===== config.mk =====
export PLATFORM = sky130hd
export DESIGN_NAME = erf_ram
export DESIGN_NICKNAME = d
export VERILOG_FILES = /design/src/rtl/erf_ram.sv
export SDC_FILE = /design/constraint.sdc
export NUM_CORES = 1
export LEC_CHECK = 0
export BUFFER_PORTS_ARGS = -buffer_cell sky130_fd_sc_hd__buf_2
export CAP_MARGIN = 15
export CORE_ASPECT_RATIO = 0.75
export CORE_MARGIN = 1.5
export CORE_UTILIZATION = 57
export DETAILED_ROUTE_END_ITERATION = 8
export PLACE_DENSITY = 0.74
export RECOVER_POWER = 25
export SLEW_MARGIN = 0
export SYNTH_ARGS = -nofsm -noshare
export SYNTH_HDL_FRONTEND = slang
export SYNTH_SLANG_ARGS = --single-unit

===== constraint.sdc =====
create_clock -name clock -period 4 [get_ports clock]
set_input_delay 0.8 -clock clock [delete_from_list [all_inputs] [get_ports clock]]
set_output_delay 0.8 -clock clock [all_outputs]
set_load 0.02 [all_outputs]

===== src/rtl/erf_ram.sv =====
`timescale 1ns / 1ps

module erf_ram #(
   parameter int WIDTH = 32,
   parameter int DEPTH = 32,
   localparam int AW = $clog2(DEPTH)
) (
   input  logic             clock,
   input  logic             wr_en,
   input  logic [AW-1:0]    wr_addr,
   input  logic [WIDTH-1:0] wr_data,
   input  logic             rd_en,
   input  logic [AW-1:0]    rd_addr,
   output logic [WIDTH-1:0] rd_data
);

   logic [WIDTH-1:0] mem_ff [DEPTH];
   logic [WIDTH-1:0] rd_data_ff;

   // One write port and one registered read port.
   always_ff @(posedge clock) begin
      if (wr_en) begin
         mem_ff[wr_addr] <= wr_data;
      end
      if (rd_en) begin
         rd_data_ff <= mem_ff[rd_addr];
      end
   end

   assign rd_data = rd_data_ff;

endmodule


==> summary.md <==
| Metric | Value |
|---|---|
| Antenna violations before repair | `1` |
| Buffers added on ports | `76` |
| Critical path data required time | `4.33 ns` |
| Share of cells above drive strength 1 | `0.128` |
| Period utilisation layout | `0.655` |
| CP arrival | `2.95 ns` |
| RSZ-0062 raised after global routing | `no` |
| Post-layout total power | `22.5 mW` |
| Worst hold stages | `4` |
| Clk_lat worst skew | `0.66 ns` |
| Area grow syn2layout | `12.3%` |
| Starting density of the core | `0.579` |
| Clock power share | `0.396` |
| HP Class | `reg2reg` |
| Sw frac | `0.211` |
| CTS tree | `yes` |
| DR vias/cell | `6.35` |
| Post-route DRC | `0` |
| Post-Syn Nets | `2,305` |
| Setup Skew | `0.0238 ns` |
| N_diodes | `0` |
| Worst Hold Path EP | `rd_data[0]` |
| Worst vdd ir | `373 uV` |
| Reg clk slew, reported paths | `0.06 ns` |
| H-tree Lvls | `3` |
| DR vias | `21,700` |
| # fillers | `4,670` |
| Gr usage total | `0.268` |
| Vias in the first global route | `21,700` |
| Clk root buf | `clkbuf_16` |
| Post-synth top area share | `0.777` |
| Status | `finished with violations` |
| Initial DRC count | `3,041` |
| Setup Buffers After CTS | `0` |
| Number of CTS-inserted buffers | `95` |
| CP max FO | `18` |
| Reg2reg start | `mem_ff[0][14]` |
| Rel. slew slack | `-0.000239` |
| Die ar. | `73,200 um2` |
| Leakage | `15.9 nW` |
| Slew Limit Fails | `32` |
| Setup Crit Path Kind | `in2reg` |
| Post-route minimum period | `2.62 ns` |
| Register area share after synthesis | `0.777` |
| Row count | `84` |
| Final Setup Violations | `0` |
| Reg2reg setup slack | `2.18 ns` |
| Worst Max-Slew Pin Slew | `1.50 ns` |
| Final net count | `2,444` |
| Grt ovf | `0` |
| First-pass GRT wire length | `143,000 um` |
| DR pass1 iterations | `6` |
| Avg Inst Size Synth | `18.1 um2` |
| Storage cell area | `31,700 um2` |
| Hold_buf cts | `0` |
| Clock buffer depth | `3` |
| Die X | `312 um` |
| Synth Cell Area | `40,800 um2` |
| Core area | `70,400 um2` |
| CP endpoint kind | `flop` |
| P_sw | `4.74 mW` |
| Hold_sp | `mem_ff[16][0]` |
| Final TNS setup | `0 ns` |
| Post-CTS Resized | `0` |
| Pint | `17.8 mW` |
| Achievable Freq | `382 MHz` |
| Reg power frac | `0.551` |
| R2R cell count | `5` |
| Synthesized flop and latch total | `1,056` |
| Die height | `235 um` |
| Failing checks | `max-capacitance violations, max-slew violations` |
| Pin count of the biggest net entering global routing | `90` |
| Top Ports | `77` |
| WL final | `98,100 um` |
| Max cap viols | `1` |
| Clock net sink count | `1,056` |
| Power Density | `492 nW/um2` |
| Critical R2R Capture | `rd_data[14]` |
| Core Util, Final | `0.651` |
| Fin Hold WS | `0.669 ns` |
| Ranking of synthesized cells by area | `edfxtp_1 78%, mux2i_1 13%, a22oi_1 1.8%` |
| Netlist cell types | `24` |
| Antenna Nets Post-Route | `0` |
| Startpoint types | `primary input` |
| RePlAce Congestion | `0.824` |
| Final hold violations | `0` |
| Ys Warns | `0` |
| DP Wirelength | `54,700 um` |
| Yosys top cell by area | `edfxtp_1` |
| Multi-input logic area | `8610 um2` |
| Comb power frac | `0.053` |
| Syn Inst Count | `2,260` |
| WL/cell | `28.7 um` |
[how the worst max path moves through the flow]
stage	from	cells past startpoint	end
floorplan	wr_addr[1]	3	mem_ff[12][0]
global placement	rd_addr[2]	6	rd_data[14]
detailed placement	rd_addr[2]	6	rd_data[14]
CTS	rd_addr[0]	8	rd_data[15]
global route	rd_addr[2]	6	rd_data[14]
finish	rd_addr[2]	6	rd_data[14]
[worst max-delay path, cell delays in order]
cell     delay (ns)
buf_2          0.13
nor2b_4        0.73
buf_4          0.42
a22oi_1        0.12
a31oi_1        0.44
nand3_1        0.29
[cell usage after synthesis]
library cell / count
and2b_1: 1
nor2b_1: 1
clkbuf_1: 46
or3b_2: 3
and2_1: 1
buf_6: 15
buf_2: 26
edfxtp_1: 1056
nor2_1: 34
mux2i_1: 512
nand2_1: 98
nand2b_1: 2
clkbuf_4: 2
a22oi_1: 96
a22o_1: 64
nand3b_1: 5
buf_1: 5
a21oi_1: 96
or2_2: 1
buf_4: 33
nand3_1: 98
or3_1: 1
a31oi_1: 32
nor3_1: 32
[cells in the final DEF (no fill, tap or decap), types with 2 or more instances in the layout]
cell / netlist / final
nor2_4: 0 / 33
inv_16: 0 / 2
a22oi_1: 96 / 96
buf_4: 33 / 74
or3b_2: 3 / 3
inv_6: 0 / 3
a31oi_1: 32 / 32
clkinv_2: 0 / 12
nand3b_1: 5 / 5
nor3_1: 32 / 32
a21oi_1: 96 / 96
buf_12: 0 / 19
edfxtp_1: 1056 / 1056
mux2i_1: 512 / 512
clkinv_1: 0 / 22
nand3_1: 98 / 98
clkbuf_1: 46 / 40
clkbuf_16: 0 / 96
nand2b_2: 0 / 2
a22o_1: 64 / 64
bufinv_16: 0 / 10
buf_2: 26 / 53
clkinvlp_4: 0 / 2
nand2_1: 98 / 97
[power groups by stage]
stage | Clock, mW | Sequential (mW) | Combinational (mW)
finish | 8.91 | 12.4 | 1.19
global route | 9.43 | 12.4 | 1.26
CTS | 9.01 | 12.4 | 1.18
detailed placement | 0 | 12.6 | 1.17
global placement | 0 | 12.6 | 1.15
floorplan | 0 | 12.7 | 0.636
[cells by family after synthesis]
family	Yosys count	synth area share
and+or+nand+nor	277	0.0308
DFF	1056	0.777
buffers and inverters	127	0.0185
AOI/OAI and AO/OA	288	0.0481
muxes	512	0.126
[metrics by stage]
step | setup WS, ns | instances | instance area (um2)
2_1_floorplan | 0.766 | 2260 | 40800
5_1_grt | 1.41 | 3414 | 45800
4_1_cts | 1.62 | 3414 | 45800
6_report | 1.38 | 3414 | 45800
3_3_place_gp | 0.997 | 3248 | 42800
3_5_place_dp | 0.960 | 3248 | 42800
[final cells by class]
type,instances,area share
Timing Repair Buffer,169,0.0283
Clock inverter,52,0.0118
Multi-Input combinational cell,1077,0.188
Clock buffer,114,0.0539
Sequential cell,1056,0.692
Tap cell,946,0.0258
[registers in the layout (all words and copies together) (netlist names)]
register / flops
rd_data: 32
mem_ff: 1024
[metal layers]
metal | share of wire | vias up | GRT usage | wire [um]
met3 | 0.12 | 173 | 0.0786 | 11600
met1 | 0.40 | 11000 | 0.384 | 39400
li1 | - | 9287 | - | -
met5 | 0 | - | 0 | 0
met2 | 0.45 | 1212 | 0.403 | 44600
met4 | 0.026 | 0 | 0.0777 | 2540
Power figures use the tool's default switching activity.
