**src/rtl/erf_pkg.sv**
```systemverilog
`timescale 1ns / 1ps

package erf_pkg;

   // Grid rows are always this many bits wide, whatever the store depth.
   localparam int ROW_BITS = 32;
   localparam int ROW_IDX_BITS = $clog2(ROW_BITS);

   // Width of the size register and of the row counter.
   localparam int SIZE_BITS = 6;
   localparam logic [SIZE_BITS-1:0] SIZE_RESET = 6'd25;

   // Default depth of the owned-tile store.
   localparam int GRID_MAX_DEFAULT = 32;

   // Entries in the job queue between the front and the back.
   localparam int QUEUE_DEPTH = 2;

   typedef logic [ROW_BITS-1:0] row_type;
   typedef logic [SIZE_BITS-1:0] size_type;

   // One fill job, handed from the front to the back.
   typedef struct packed {
      size_type n;
   } cmd_type;

   // Status reported by the back to the front.
   typedef struct packed {
      logic load_done;
   } back_status_type;

   typedef enum logic [2:0] {
      ST_IDLE,
      ST_LOAD,
      ST_SEED,
      ST_SWEEP,
      ST_EMIT
   } back_state_type;

   // Clamp the requested size into the range 1 .. lim.
   function automatic size_type effective_size(size_type raw, size_type lim);
      size_type n;
      n = raw;
      if (n == size_type'(0)) begin
         n = size_type'(1);
      end
      if (n > lim) begin
         n = lim;
      end
      return n;
   endfunction

   // Ones in the columns that are in use.
   function automatic row_type width_mask(size_type n);
      row_type m;
      if (n >= size_type'(ROW_BITS)) begin
         m = '1;
      end else begin
         m = (row_type'(1) << n) - row_type'(1);
      end
      return m;
   endfunction

   // Ones in the first and the last used column.
   function automatic row_type edge_cols(size_type n);
      return row_type'(1) | (row_type'(1) << (n - size_type'(1)));
   endfunction

endpackage

```
**src/rtl/erf_queue.sv**
```systemverilog
`timescale 1ns / 1ps

module erf_queue import erf_pkg::*; (
   input  logic    clock,
   input  logic    reset,
   input  logic    push,
   input  cmd_type push_cmd,
   output logic    full,
   input  logic    pop,
   output cmd_type pop_cmd,
   output logic    empty
);

   localparam int DEPTH = QUEUE_DEPTH;
   localparam int PW = (DEPTH > 1) ? $clog2(DEPTH) : 1;
   localparam int CW = $clog2(DEPTH + 1);

   cmd_type          mem_ff [DEPTH];
   logic [PW-1:0]    wr_ptr_ff, wr_ptr_in;
   logic [PW-1:0]    rd_ptr_ff, rd_ptr_in;
   logic [CW-1:0]    count_ff, count_in;

   assign full = (count_ff == CW'(DEPTH));
   assign empty = (count_ff == '0);
   assign pop_cmd = mem_ff[rd_ptr_ff];

   // Pointer and fill count update.
   always_comb begin
      wr_ptr_in = wr_ptr_ff;
      rd_ptr_in = rd_ptr_ff;
      count_in = count_ff;
      if (push) begin
         wr_ptr_in = (wr_ptr_ff == PW'(DEPTH - 1)) ? '0 : wr_ptr_ff + PW'(1);
      end
      if (pop) begin
         rd_ptr_in = (rd_ptr_ff == PW'(DEPTH - 1)) ? '0 : rd_ptr_ff + PW'(1);
      end
      if (push && !pop) begin
         count_in = count_ff + CW'(1);
      end else if (pop && !push) begin
         count_in = count_ff - CW'(1);
      end
   end

   always_ff @(posedge clock) begin
      if (reset) begin
         wr_ptr_ff <= '0;
         rd_ptr_ff <= '0;
         count_ff <= '0;
      end else begin
         wr_ptr_ff <= wr_ptr_in;
         rd_ptr_ff <= rd_ptr_in;
         count_ff <= count_in;
      end
   end

   // Queue entries carry payload only.
   always_ff @(posedge clock) begin
      if (push) begin
         mem_ff[wr_ptr_ff] <= push_cmd;
      end
   end

endmodule

```
**config.mk**
```make
export PLATFORM = sky130hd
export DESIGN_NAME = erf_queue
export DESIGN_NICKNAME = d
export VERILOG_FILES = /design/src/rtl/erf_pkg.sv /design/src/rtl/erf_queue.sv
export SDC_FILE = /design/constraint.sdc
export NUM_CORES = 1
export LEC_CHECK = 0
export BUFFER_PORTS_ARGS = -buffer_cell sky130_fd_sc_hd__buf_2
export CORE_MARGIN = 2
export CORE_UTILIZATION = 35
export CTS_CLUSTER_DIAMETER = 30
export DETAILED_ROUTE_END_ITERATION = 10
export PLACE_DENSITY = 0.63
export SYNTH_ARGS = -nofsm -noshare
export SYNTH_HDL_FRONTEND = slang
export SYNTH_SLANG_ARGS = --single-unit
export TNS_END_PERCENT = 10
```
**constraint.sdc**
```tcl
create_clock -name clock -period 2.86 [get_ports clock]
set_input_delay 0.429 -clock clock [delete_from_list [all_inputs] [get_ports clock]]
set_output_delay 0.429 -clock clock [all_outputs]
set_load 0.05 [all_outputs]
```
==> qor.yml <==
wirelength_um: 926
final_cell_mix: "buf_2, edfxtp_1, mux2_2, nor2_1, dfxtp_1"
rsz0062_at_grt: "no"
critPathLaunchType: "flop"
clockBufferDepth: 2
drt_iter0_markers: 4
gr-usage-all-layers_pct: 10.0
clk_pin_slew_ns: 0.10
fin_util_pct: 45.1
cp_top_family: "flip-flops"
hold_path_end: "mem_ff[0][0]$_DFFE_PP_"
syn_avg_cell_area_um2: 15.6
grt-ovfl-total: 0
finalHoldViolations: 0
syn_to_final_growth_pct: 21.9
synth_fp_nets: 52
layout_commonest_cell: "buf_2"
cts_root_buffer: "clkbuf_4"
relSlewSlack_pct: 63.1
ir_worst_vdd_uv: 255
grt_pass1_wl_mm: 1.40
setup_tns_ns: 0
yosysSeqAreaShare_pct: 72.0
nNetsFinal: 73
hold_path.class: "input port to flop"
viasPerCell: 4.23
syn_inst: 41
drive_gt1_share_pct: 45.9
clk_latency_ns: 0.28
hpwl_um: 694
cp_slowest_cell: "dfxtp_1"
dr_total_vias: 364
regToRegEndpoint: "mem_ff[0][4]$_DFFE_PP_"
timing.fmax_mhz: 561
hold_buffers: 0
timing.critical_path.buf_inv: 1
die_area_um2: 2180
grt_max_degree: 11
status: "completed"
p_per_area_nw_per_um2: 679
cts_made_buffers: 3
io_pins: 18
cp_slowest_stage_delay_ns: 0.49
min_period_over_period_pct: 62.3
post-route-min-period_ns: 1.78
htree_num_levels: 1
crit_type: "flop to output port"
antennaDiodeCount: 0
path_max_fanout: 6
drcViolationCount: 0
rows: 15
die_w_um: 46.7
io_buffers: 17
whs_path_depth: 1
cts_setup_buffers: 0
ff2ff_setup_slack_ns: 1.71
r2r-start: "wr_ptr_ff$_SDFFE_PP0P_"
maxSlewViolCount: 0
arrival_ns: 1.35
grt_pass1_vias: 340
die_y_um: 46.7
core_um2: 1730
ys_ff_latch: 17
drt_first_pass_iters: 2
report.final.setup_viol: 0
maxCapViolations: 0
postRouteAntennaNets: 0
tritoncts: "built"
cts_num_sinks: 17
synth_cell_type_count: 15
start_util_pct: 37.0
gp_congestion: 0.638
cp.required_ns: 2.43
worstPathCellList: "mux2_2 > buf_2"
routedWlPerCell_um: 10.8
cts_resized: 0
finClkSkew_ns: 0.00445
grt_antenna_before_repair: 0
leakage_nw: 0.315
min_from: "push_cmd[0]"
ys_warn_count: 0
syn_area_um2: 639
worstRegToRegCells: 1
crit_path_end_kind: "output port"
worst_pin_slew_ns: 0.552
==> metrics by stage <==
step / setup slack, ns / total power [W] / hold slack [ns] / instances / area, um^2
CTS: 1.04 / 0.000537 / 0.325 / 86 / 779
finish: 1.08 / 0.000530 / 0.330 / 86 / 779
floorplan: 1.44 / 0.000387 / 0.461 / 41 / 639
global placement: 1.39 / 0.000413 / 0.491 / 82 / 752
global route: 1.01 / 0.000557 / 0.309 / 86 / 779
detailed placement: 1.37 / 0.000415 / 0.492 / 82 / 752
==> registers in the layout, summed over array words and instances, names as in the netlist, named ones only <==
signal     cells
rd_ptr_ff      1
wr_ptr_ff      1
mem_ff        12
count_ff       2
==> cells in the mapped netlist <==
library cell | instances | share of area (%)
or3_1 | 1 | 0.98
a21oi_1 | 1 | 0.78
and2_1 | 1 | 0.98
ha_1 | 1 | 2.0
edfxtp_1 | 12 | 56
and2b_2 | 1 | 1.4
xor2_1 | 2 | 2.7
nor2_1 | 5 | 2.9
o21ai_0 | 1 | 0.78
inv_1 | 1 | 0.59
clkbuf_1 | 1 | 0.59
nor2b_1 | 1 | 0.98
xnor2_1 | 2 | 2.7
dfxtp_1 | 5 | 16
mux2_2 | 6 | 11
==> area by class of cell <==
class	instances	area [um^2]
tap	25	31.3
clock buffer	3	22.5
sequential	17	460
inverter	1	3.75
multi-input combinational	22	171
timing repair buffer	17	85.1
clock inverter	1	5.00
fill	178	947
==> kinds of logic (layout without fill, tap and decap cells) <==
logic type	after synthesis	after routing	share of synthesized area (%)
simple gates	9	9	7.24
compound gates	2	2	1.56
mux	6	6	10.6
xor+xnor	4	4	5.48
flops	17	17	72.0
fa+ha+maj	1	1	1.96
buf+inv	2	22	1.17
==> power breakdown <==
part           internal [W]  switching [W]
Combinational     0.0000361      0.0000766
Clock             0.0000518      0.0000701
Sequential         0.000284      0.0000113
Total              0.000372       0.000158
==> worst max path at each step <==
stage | end | startpoint | cells after the start
3_3_place_gp | pop_cmd[2] | flop | 2
3_5_place_dp | pop_cmd[3] | flop | 2
2_1_floorplan | empty | count_ff[0]$_SDFFE_PP0P_ | 1
4_1_cts | pop_cmd[3] | flop | 2
5_1_grt | pop_cmd[3] | flop | 2
6_report | pop_cmd[3] | flop | 2
==> per-layer routing <==
metal  track usage, %  vias to the layer above  share of wire, %
met5                0                        -                 0
met4             8.33                        0              0.97
met3             3.46                        2               5.8
met2             15.6                       11                51
met1             11.0                      168                42
li1                 -                      183                 -
(Power assumes the default switching activity.)
