[src/rtl/erf_pkg.sv]
`timescale 1ns / 1ps

package erf_pkg;

   // Grid rows are always this many bits wide, whatever the store depth.
   localparam int ROW_BITS = 32;
   localparam int ROW_IDX_BITS = $clog2(ROW_BITS);

   // Width of the size register and of the row counter.
   localparam int SIZE_BITS = 6;
   localparam logic [SIZE_BITS-1:0] SIZE_RESET = 6'd25;

   // Default depth of the owned-tile store.
   localparam int GRID_MAX_DEFAULT = 32;

   // Entries in the job queue between the front and the back.
   localparam int QUEUE_DEPTH = 2;

   typedef logic [ROW_BITS-1:0] row_type;
   typedef logic [SIZE_BITS-1:0] size_type;

   // One fill job, handed from the front to the back.
   typedef struct packed {
      size_type n;
   } cmd_type;

   // Status reported by the back to the front.
   typedef struct packed {
      logic load_done;
   } back_status_type;

   typedef enum logic [2:0] {
      ST_IDLE,
      ST_LOAD,
      ST_SEED,
      ST_SWEEP,
      ST_EMIT
   } back_state_type;

   // Clamp the requested size into the range 1 .. lim.
   function automatic size_type effective_size(size_type raw, size_type lim);
      size_type n;
      n = raw;
      if (n == size_type'(0)) begin
         n = size_type'(1);
      end
      if (n > lim) begin
         n = lim;
      end
      return n;
   endfunction

   // Ones in the columns that are in use.
   function automatic row_type width_mask(size_type n);
      row_type m;
      if (n >= size_type'(ROW_BITS)) begin
         m = '1;
      end else begin
         m = (row_type'(1) << n) - row_type'(1);
      end
      return m;
   endfunction

   // Ones in the first and the last used column.
   function automatic row_type edge_cols(size_type n);
      return row_type'(1) | (row_type'(1) << (n - size_type'(1)));
   endfunction

endpackage

[src/rtl/erf_front.sv]
`timescale 1ns / 1ps

module erf_front import erf_pkg::*; #(
   parameter int GRID_MAX = GRID_MAX_DEFAULT,
   localparam int AW = $clog2(GRID_MAX)
) (
   input  logic            clock,
   input  logic            reset,
   input  logic            req_tvalid,
   output logic            req_tready,
   input  row_type         req_tdata,
   input  logic            req_tlast,
   input  logic            csr_valid,
   output logic            csr_ready,
   input  size_type        csr_data,
   input  logic            q_full,
   output logic            q_push,
   output cmd_type         q_cmd,
   input  back_status_type status,
   output logic            ram_we,
   output logic [AW-1:0]   ram_waddr,
   output row_type         ram_wdata
);

   localparam int LIM = (GRID_MAX < ROW_BITS) ? GRID_MAX : ROW_BITS;
   localparam int CW = SIZE_BITS + 1;
   localparam size_type COUNT_MAX = '1;

   size_type row_count_ff, row_count_in;
   size_type size_ff, size_in;
   logic     hold_ff, hold_in;
   logic     accept;

   // New rows wait while the back still copies the previous grid.
   assign req_tready = !hold_ff && !q_full;
   assign accept = req_tvalid && req_tready;
   assign csr_ready = 1'b1;

   // Rows at or beyond the store depth are dropped.
   assign ram_we = accept && ({1'b0, row_count_ff} < CW'(GRID_MAX));
   assign ram_waddr = row_count_ff[AW-1:0];
   assign ram_wdata = req_tdata;

   // Row counting, job hand-off and the size register.
   always_comb begin
      row_count_in = row_count_ff;
      hold_in = hold_ff;
      size_in = size_ff;
      q_push = 1'b0;
      q_cmd.n = effective_size(size_ff, size_type'(LIM));
      if (csr_valid) begin
         size_in = csr_data;
      end
      if (status.load_done) begin
         hold_in = 1'b0;
      end
      if (accept) begin
         if (req_tlast) begin
            q_push = 1'b1;
            hold_in = 1'b1;
            row_count_in = '0;
         end else if (row_count_ff != COUNT_MAX) begin
            row_count_in = row_count_ff + size_type'(1);
         end
      end
   end

   always_ff @(posedge clock) begin
      if (reset) begin
         row_count_ff <= '0;
         size_ff <= SIZE_RESET;
         hold_ff <= 1'b0;
      end else begin
         row_count_ff <= row_count_in;
         size_ff <= size_in;
         hold_ff <= hold_in;
      end
   end

endmodule

[config.mk]
export PLATFORM = sky130hd
export DESIGN_NAME = erf_front
export DESIGN_NICKNAME = d
export VERILOG_FILES = /design/src/rtl/erf_pkg.sv /design/src/rtl/erf_front.sv
export SDC_FILE = /design/constraint.sdc
export NUM_CORES = 1
export LEC_CHECK = 0
export BUFFER_PORTS_ARGS = -buffer_cell sky130_fd_sc_hd__buf_2
export CORE_UTILIZATION = 37
export CTS_BUF_LIST = sky130_fd_sc_hd__clkbuf_4
export DETAILED_ROUTE_END_ITERATION = 7
export PLACE_DENSITY = 0.82
export RECOVER_POWER = 50
export SYNTH_ARGS = -nofsm -noshare
export SYNTH_HDL_FRONTEND = slang
export SYNTH_SLANG_ARGS = --single-unit
export TNS_END_PERCENT = 20
[constraint.sdc]
create_clock -name clock -period 2.1 [get_ports clock]
set_input_delay 0.42 -clock clock [delete_from_list [all_inputs] [get_ports clock]]
set_output_delay 0.42 -clock clock [all_outputs]
set_load 0.03 [all_outputs]
==> summary.txt <==
Run status
  – Outcome: complete, no violations

CTS
  – TritonCTS clock tree: done
  – CTS buffer count: 3
  – Clk_lat worst skew: 0.27 ns
  – CTS sink cnt: 13
  – Postcts setup bufs: 0
  – Register clock-pin slew on the reported worst setup and hold paths: 0.08 ns
  – CTS root buf: clkbuf_4
  – H-tree depth: 1
  – Clk buf depth: 2
  – Cts repair resizes: 0
  – Hold Buf Count CTS: 0

Final layout
  – Total area of sequential cells: approximately 260 um2
  – Share of cells above drive strength 1: a little under a third
  – Non-filler cells, final: 130
  – Nets@finish: 149
  – Number of fill cells: 248
  – Area of the multi-input gates: 357.8 um2
  – Ant. Diodes: 0
  – P&R area growth vs syn: -11.68%

Route
  – DR vias/cell: 5.331
  – Vias: 693
  – Post-route DRC: 0
  – Initial DRC Count: 6
  – Routed length per instance: around 14 um
  – Final wirelength: roughly 1.8 mm
  – TritonRoute pass-1 iters: 3
  – Final antenna-violating net count: 0

Die
  – Die height: 52.19 um
  – Std cell rows: 17
  – Total die area: 0.002724 mm2
  – Die Wd: 52.19 um
  – Initial Util: a little over 40%
  – CORE AREA: 0.002297 mm2
  – I/O Pins: 92

Synth
  – EDFF count, synth: 0
  – Mapped Nets: 160
  – Mapped Area: 932.1 um2
  – Cell count after synthesis: 114
  – Avg Cell Area, Syn: 8.177 um2
  – FF+latch count, synth: 13
  – Seq/Total Area, Yosys: 27.92%
  – Yosys warning count: 0
  – Main synth FF type: dfxtp_1
  – Fraction of registers with async set/reset: 0%
  – Distinct cells, synth: 30

STA
  – RSZ-0062 raised after global routing: no
  – Final min period: between 1.5 and 2 ns
  – Setup TNS: 0 ns
  – Tcrit/Tclk final: 89.63%
  – Max Fclk: 531.3 MHz
  – Final-report max-slew violation count: 0
  – Final Hold Viols: 0
  – Clk_skew: 0.001494 ns
  – # setup viols final: 0

Global routing
  – Vias in the first global route: about 650
  – Largest net degree at the start of global routing: 14
  – Initial antenna violation count: 0
  – GRT Util Overall: 13.76%
  – First-pass GRT wire length: 2.718 mm
  – Grt ovf: 0

Pwr
  – Clock Power Share: a little under a third
  – Comb pwr share: a little under a fifth
  – Switching Share: 28.66%
  – Pwr Density: 642.4 mW/mm2
  – Max IR drop VDD: around 300 uV
  – Sequential power share: 49.9%
  – Internal: 0.0003773 W
  – Switch Pwr: around 0.00015 W
  – Leakage: 0.3773 nW

Placed design
  – I/O Buffers: 26
  – Detail Placement HPWL: between 1 and 1.5 mm
  – Post-placement cell count: around 130
  – Placer Congestion: ~0.76

Setup path
  – Crit. End Element: output pin
  – CP Launch Type: flop
  – Worst Path Class, Setup: flop to output pin
  – Critical path's slowest cell: or3b_1
  – CP max stage delay: ~0.46 ns
  – Worst Path Arrival: between 1 and 1.5 ns
  – Critical Path RT: 1.68 ns
  – Crit-path cells: or3b_1 > nor2_1 > buf_2
  – Worst-path fanout max: 6

Hold path
  – Worst Hold Class: input pin to flop

Flow run
  – Max_cap viols: 0
cells by family (layout without fill, tap and decap cells):
kind of cell    after synthesis  count (layout)  synth area share [%]
buf+inv                      45              33                 33.69
simple gates                 35              35                 20.00
compound gates               15              15                 12.35
flops                        13              13                 27.92
mux                           4               4                 4.295
fa+ha+maj                     1               1                 1.342
other cells                   1               1                0.4023
through the flow:
step           cell area, um2  util, %  setup slack, ns  hold WS [ns]   power, W
6_report                823.3    35.84           0.2177        0.3484  0.0005289
3_3_place_gp            794.5    34.59           0.3075        0.4902  0.0003619
2_1_floorplan           932.1        -           0.3182        0.4742  0.0004519
4_1_cts                 824.5    35.89           0.2077        0.3437  0.0005351
5_1_grt                 823.3    35.84           0.1572        0.3402  0.0005590
3_5_place_dp            794.5    34.59           0.2555        0.5066  0.0003673
worst max-delay path, delay by kind of cell (launching register included):
| kind | cells | cell delay (ns) |
|---|---|---|
| DFF | 1 | 0.33 |
| buffers and inverters | 1 | 0.22 |
| and+or+nand+nor | 2 | 0.63 |
cells in the mapped netlist (all sizes together) (2+ instances only):
cell type	count	area [um2]
a21oi	5	28.78
a211o	3	26.28
nor3	2	10.01
clkbuf	2	7.510
nor2b	8	50.05
or3b	2	17.52
a31oi	2	12.51
inv	3	11.26
nand3	2	10.01
buf	40	295.3
nor2	11	41.29
nand2	3	11.26
dfxtp	13	260.3
mux2i	4	40.04
layout make-up:
class	instances	share of cell area, %
Tap cell	28	4.255
Timing Repair Buffer	26	15.65
Clock buffer	4	3.647
Sequential cell	13	31.61
Multi-Input combinational cell	56	43.47
Inverter	3	1.368
placed cells by master (no fill, tap or decap), types with 2 or more instances in the layout:
cell      Yosys  routed
a21oi_1       4       4
a211o_1       3       3
inv_1         3       3
nand2_1       3       3
nor2b_1       8       8
dfxtp_1      13      13
clkbuf_4      0       4
a31oi_1       2       2
mux2i_1       4       4
or3b_1        2       2
nor2_1       11      11
buf_2         2      25
nand3_1       2       2
nor3_1        2       2
flip-flops by register name, summed over array words and instances (netlist names):
signal / count
hold_ff: 1
size_ff: 6
row_count_ff: 6
power groups by stage:
stage,combinational [W],sequential [W],clock [W]
final,0.0000976,0.000264,0.000168
after global placement,0.0000931,0.000269,0
after CTS,0.0000980,0.000264,0.000173
after global routing,0.000105,0.000265,0.000188
after floorplan,0.000185,0.000267,0
after detailed placement,0.0000975,0.000270,0
per-layer routing:
| layer | GRT usage (%) | share of wire (%) | up-vias |
|---|---|---|---|
| met2 | 21.58 | 50 | 41 |
| met1 | 14.46 | 35 | 316 |
| met5 | 0 | 0 | - |
| met3 | 3.768 | 9.8 | 18 |
| met4 | 13.60 | 5.3 | 0 |
| li1 | - | - | 318 |
worst paths after layout:
kind / slack, ns / end / from / cells past startpoint
max: 0.22 / q_push / hold_ff / 3
min: 0.35 / size_ff[3] / csr_data[3] / 2
max reg2reg: 0.41 / row_count_ff[1] / row_count_ff[0] / 5
min reg2reg: 0.52 / row_count_ff[3] / row_count_ff[3] / 2
(Power assumes the default switching activity.)
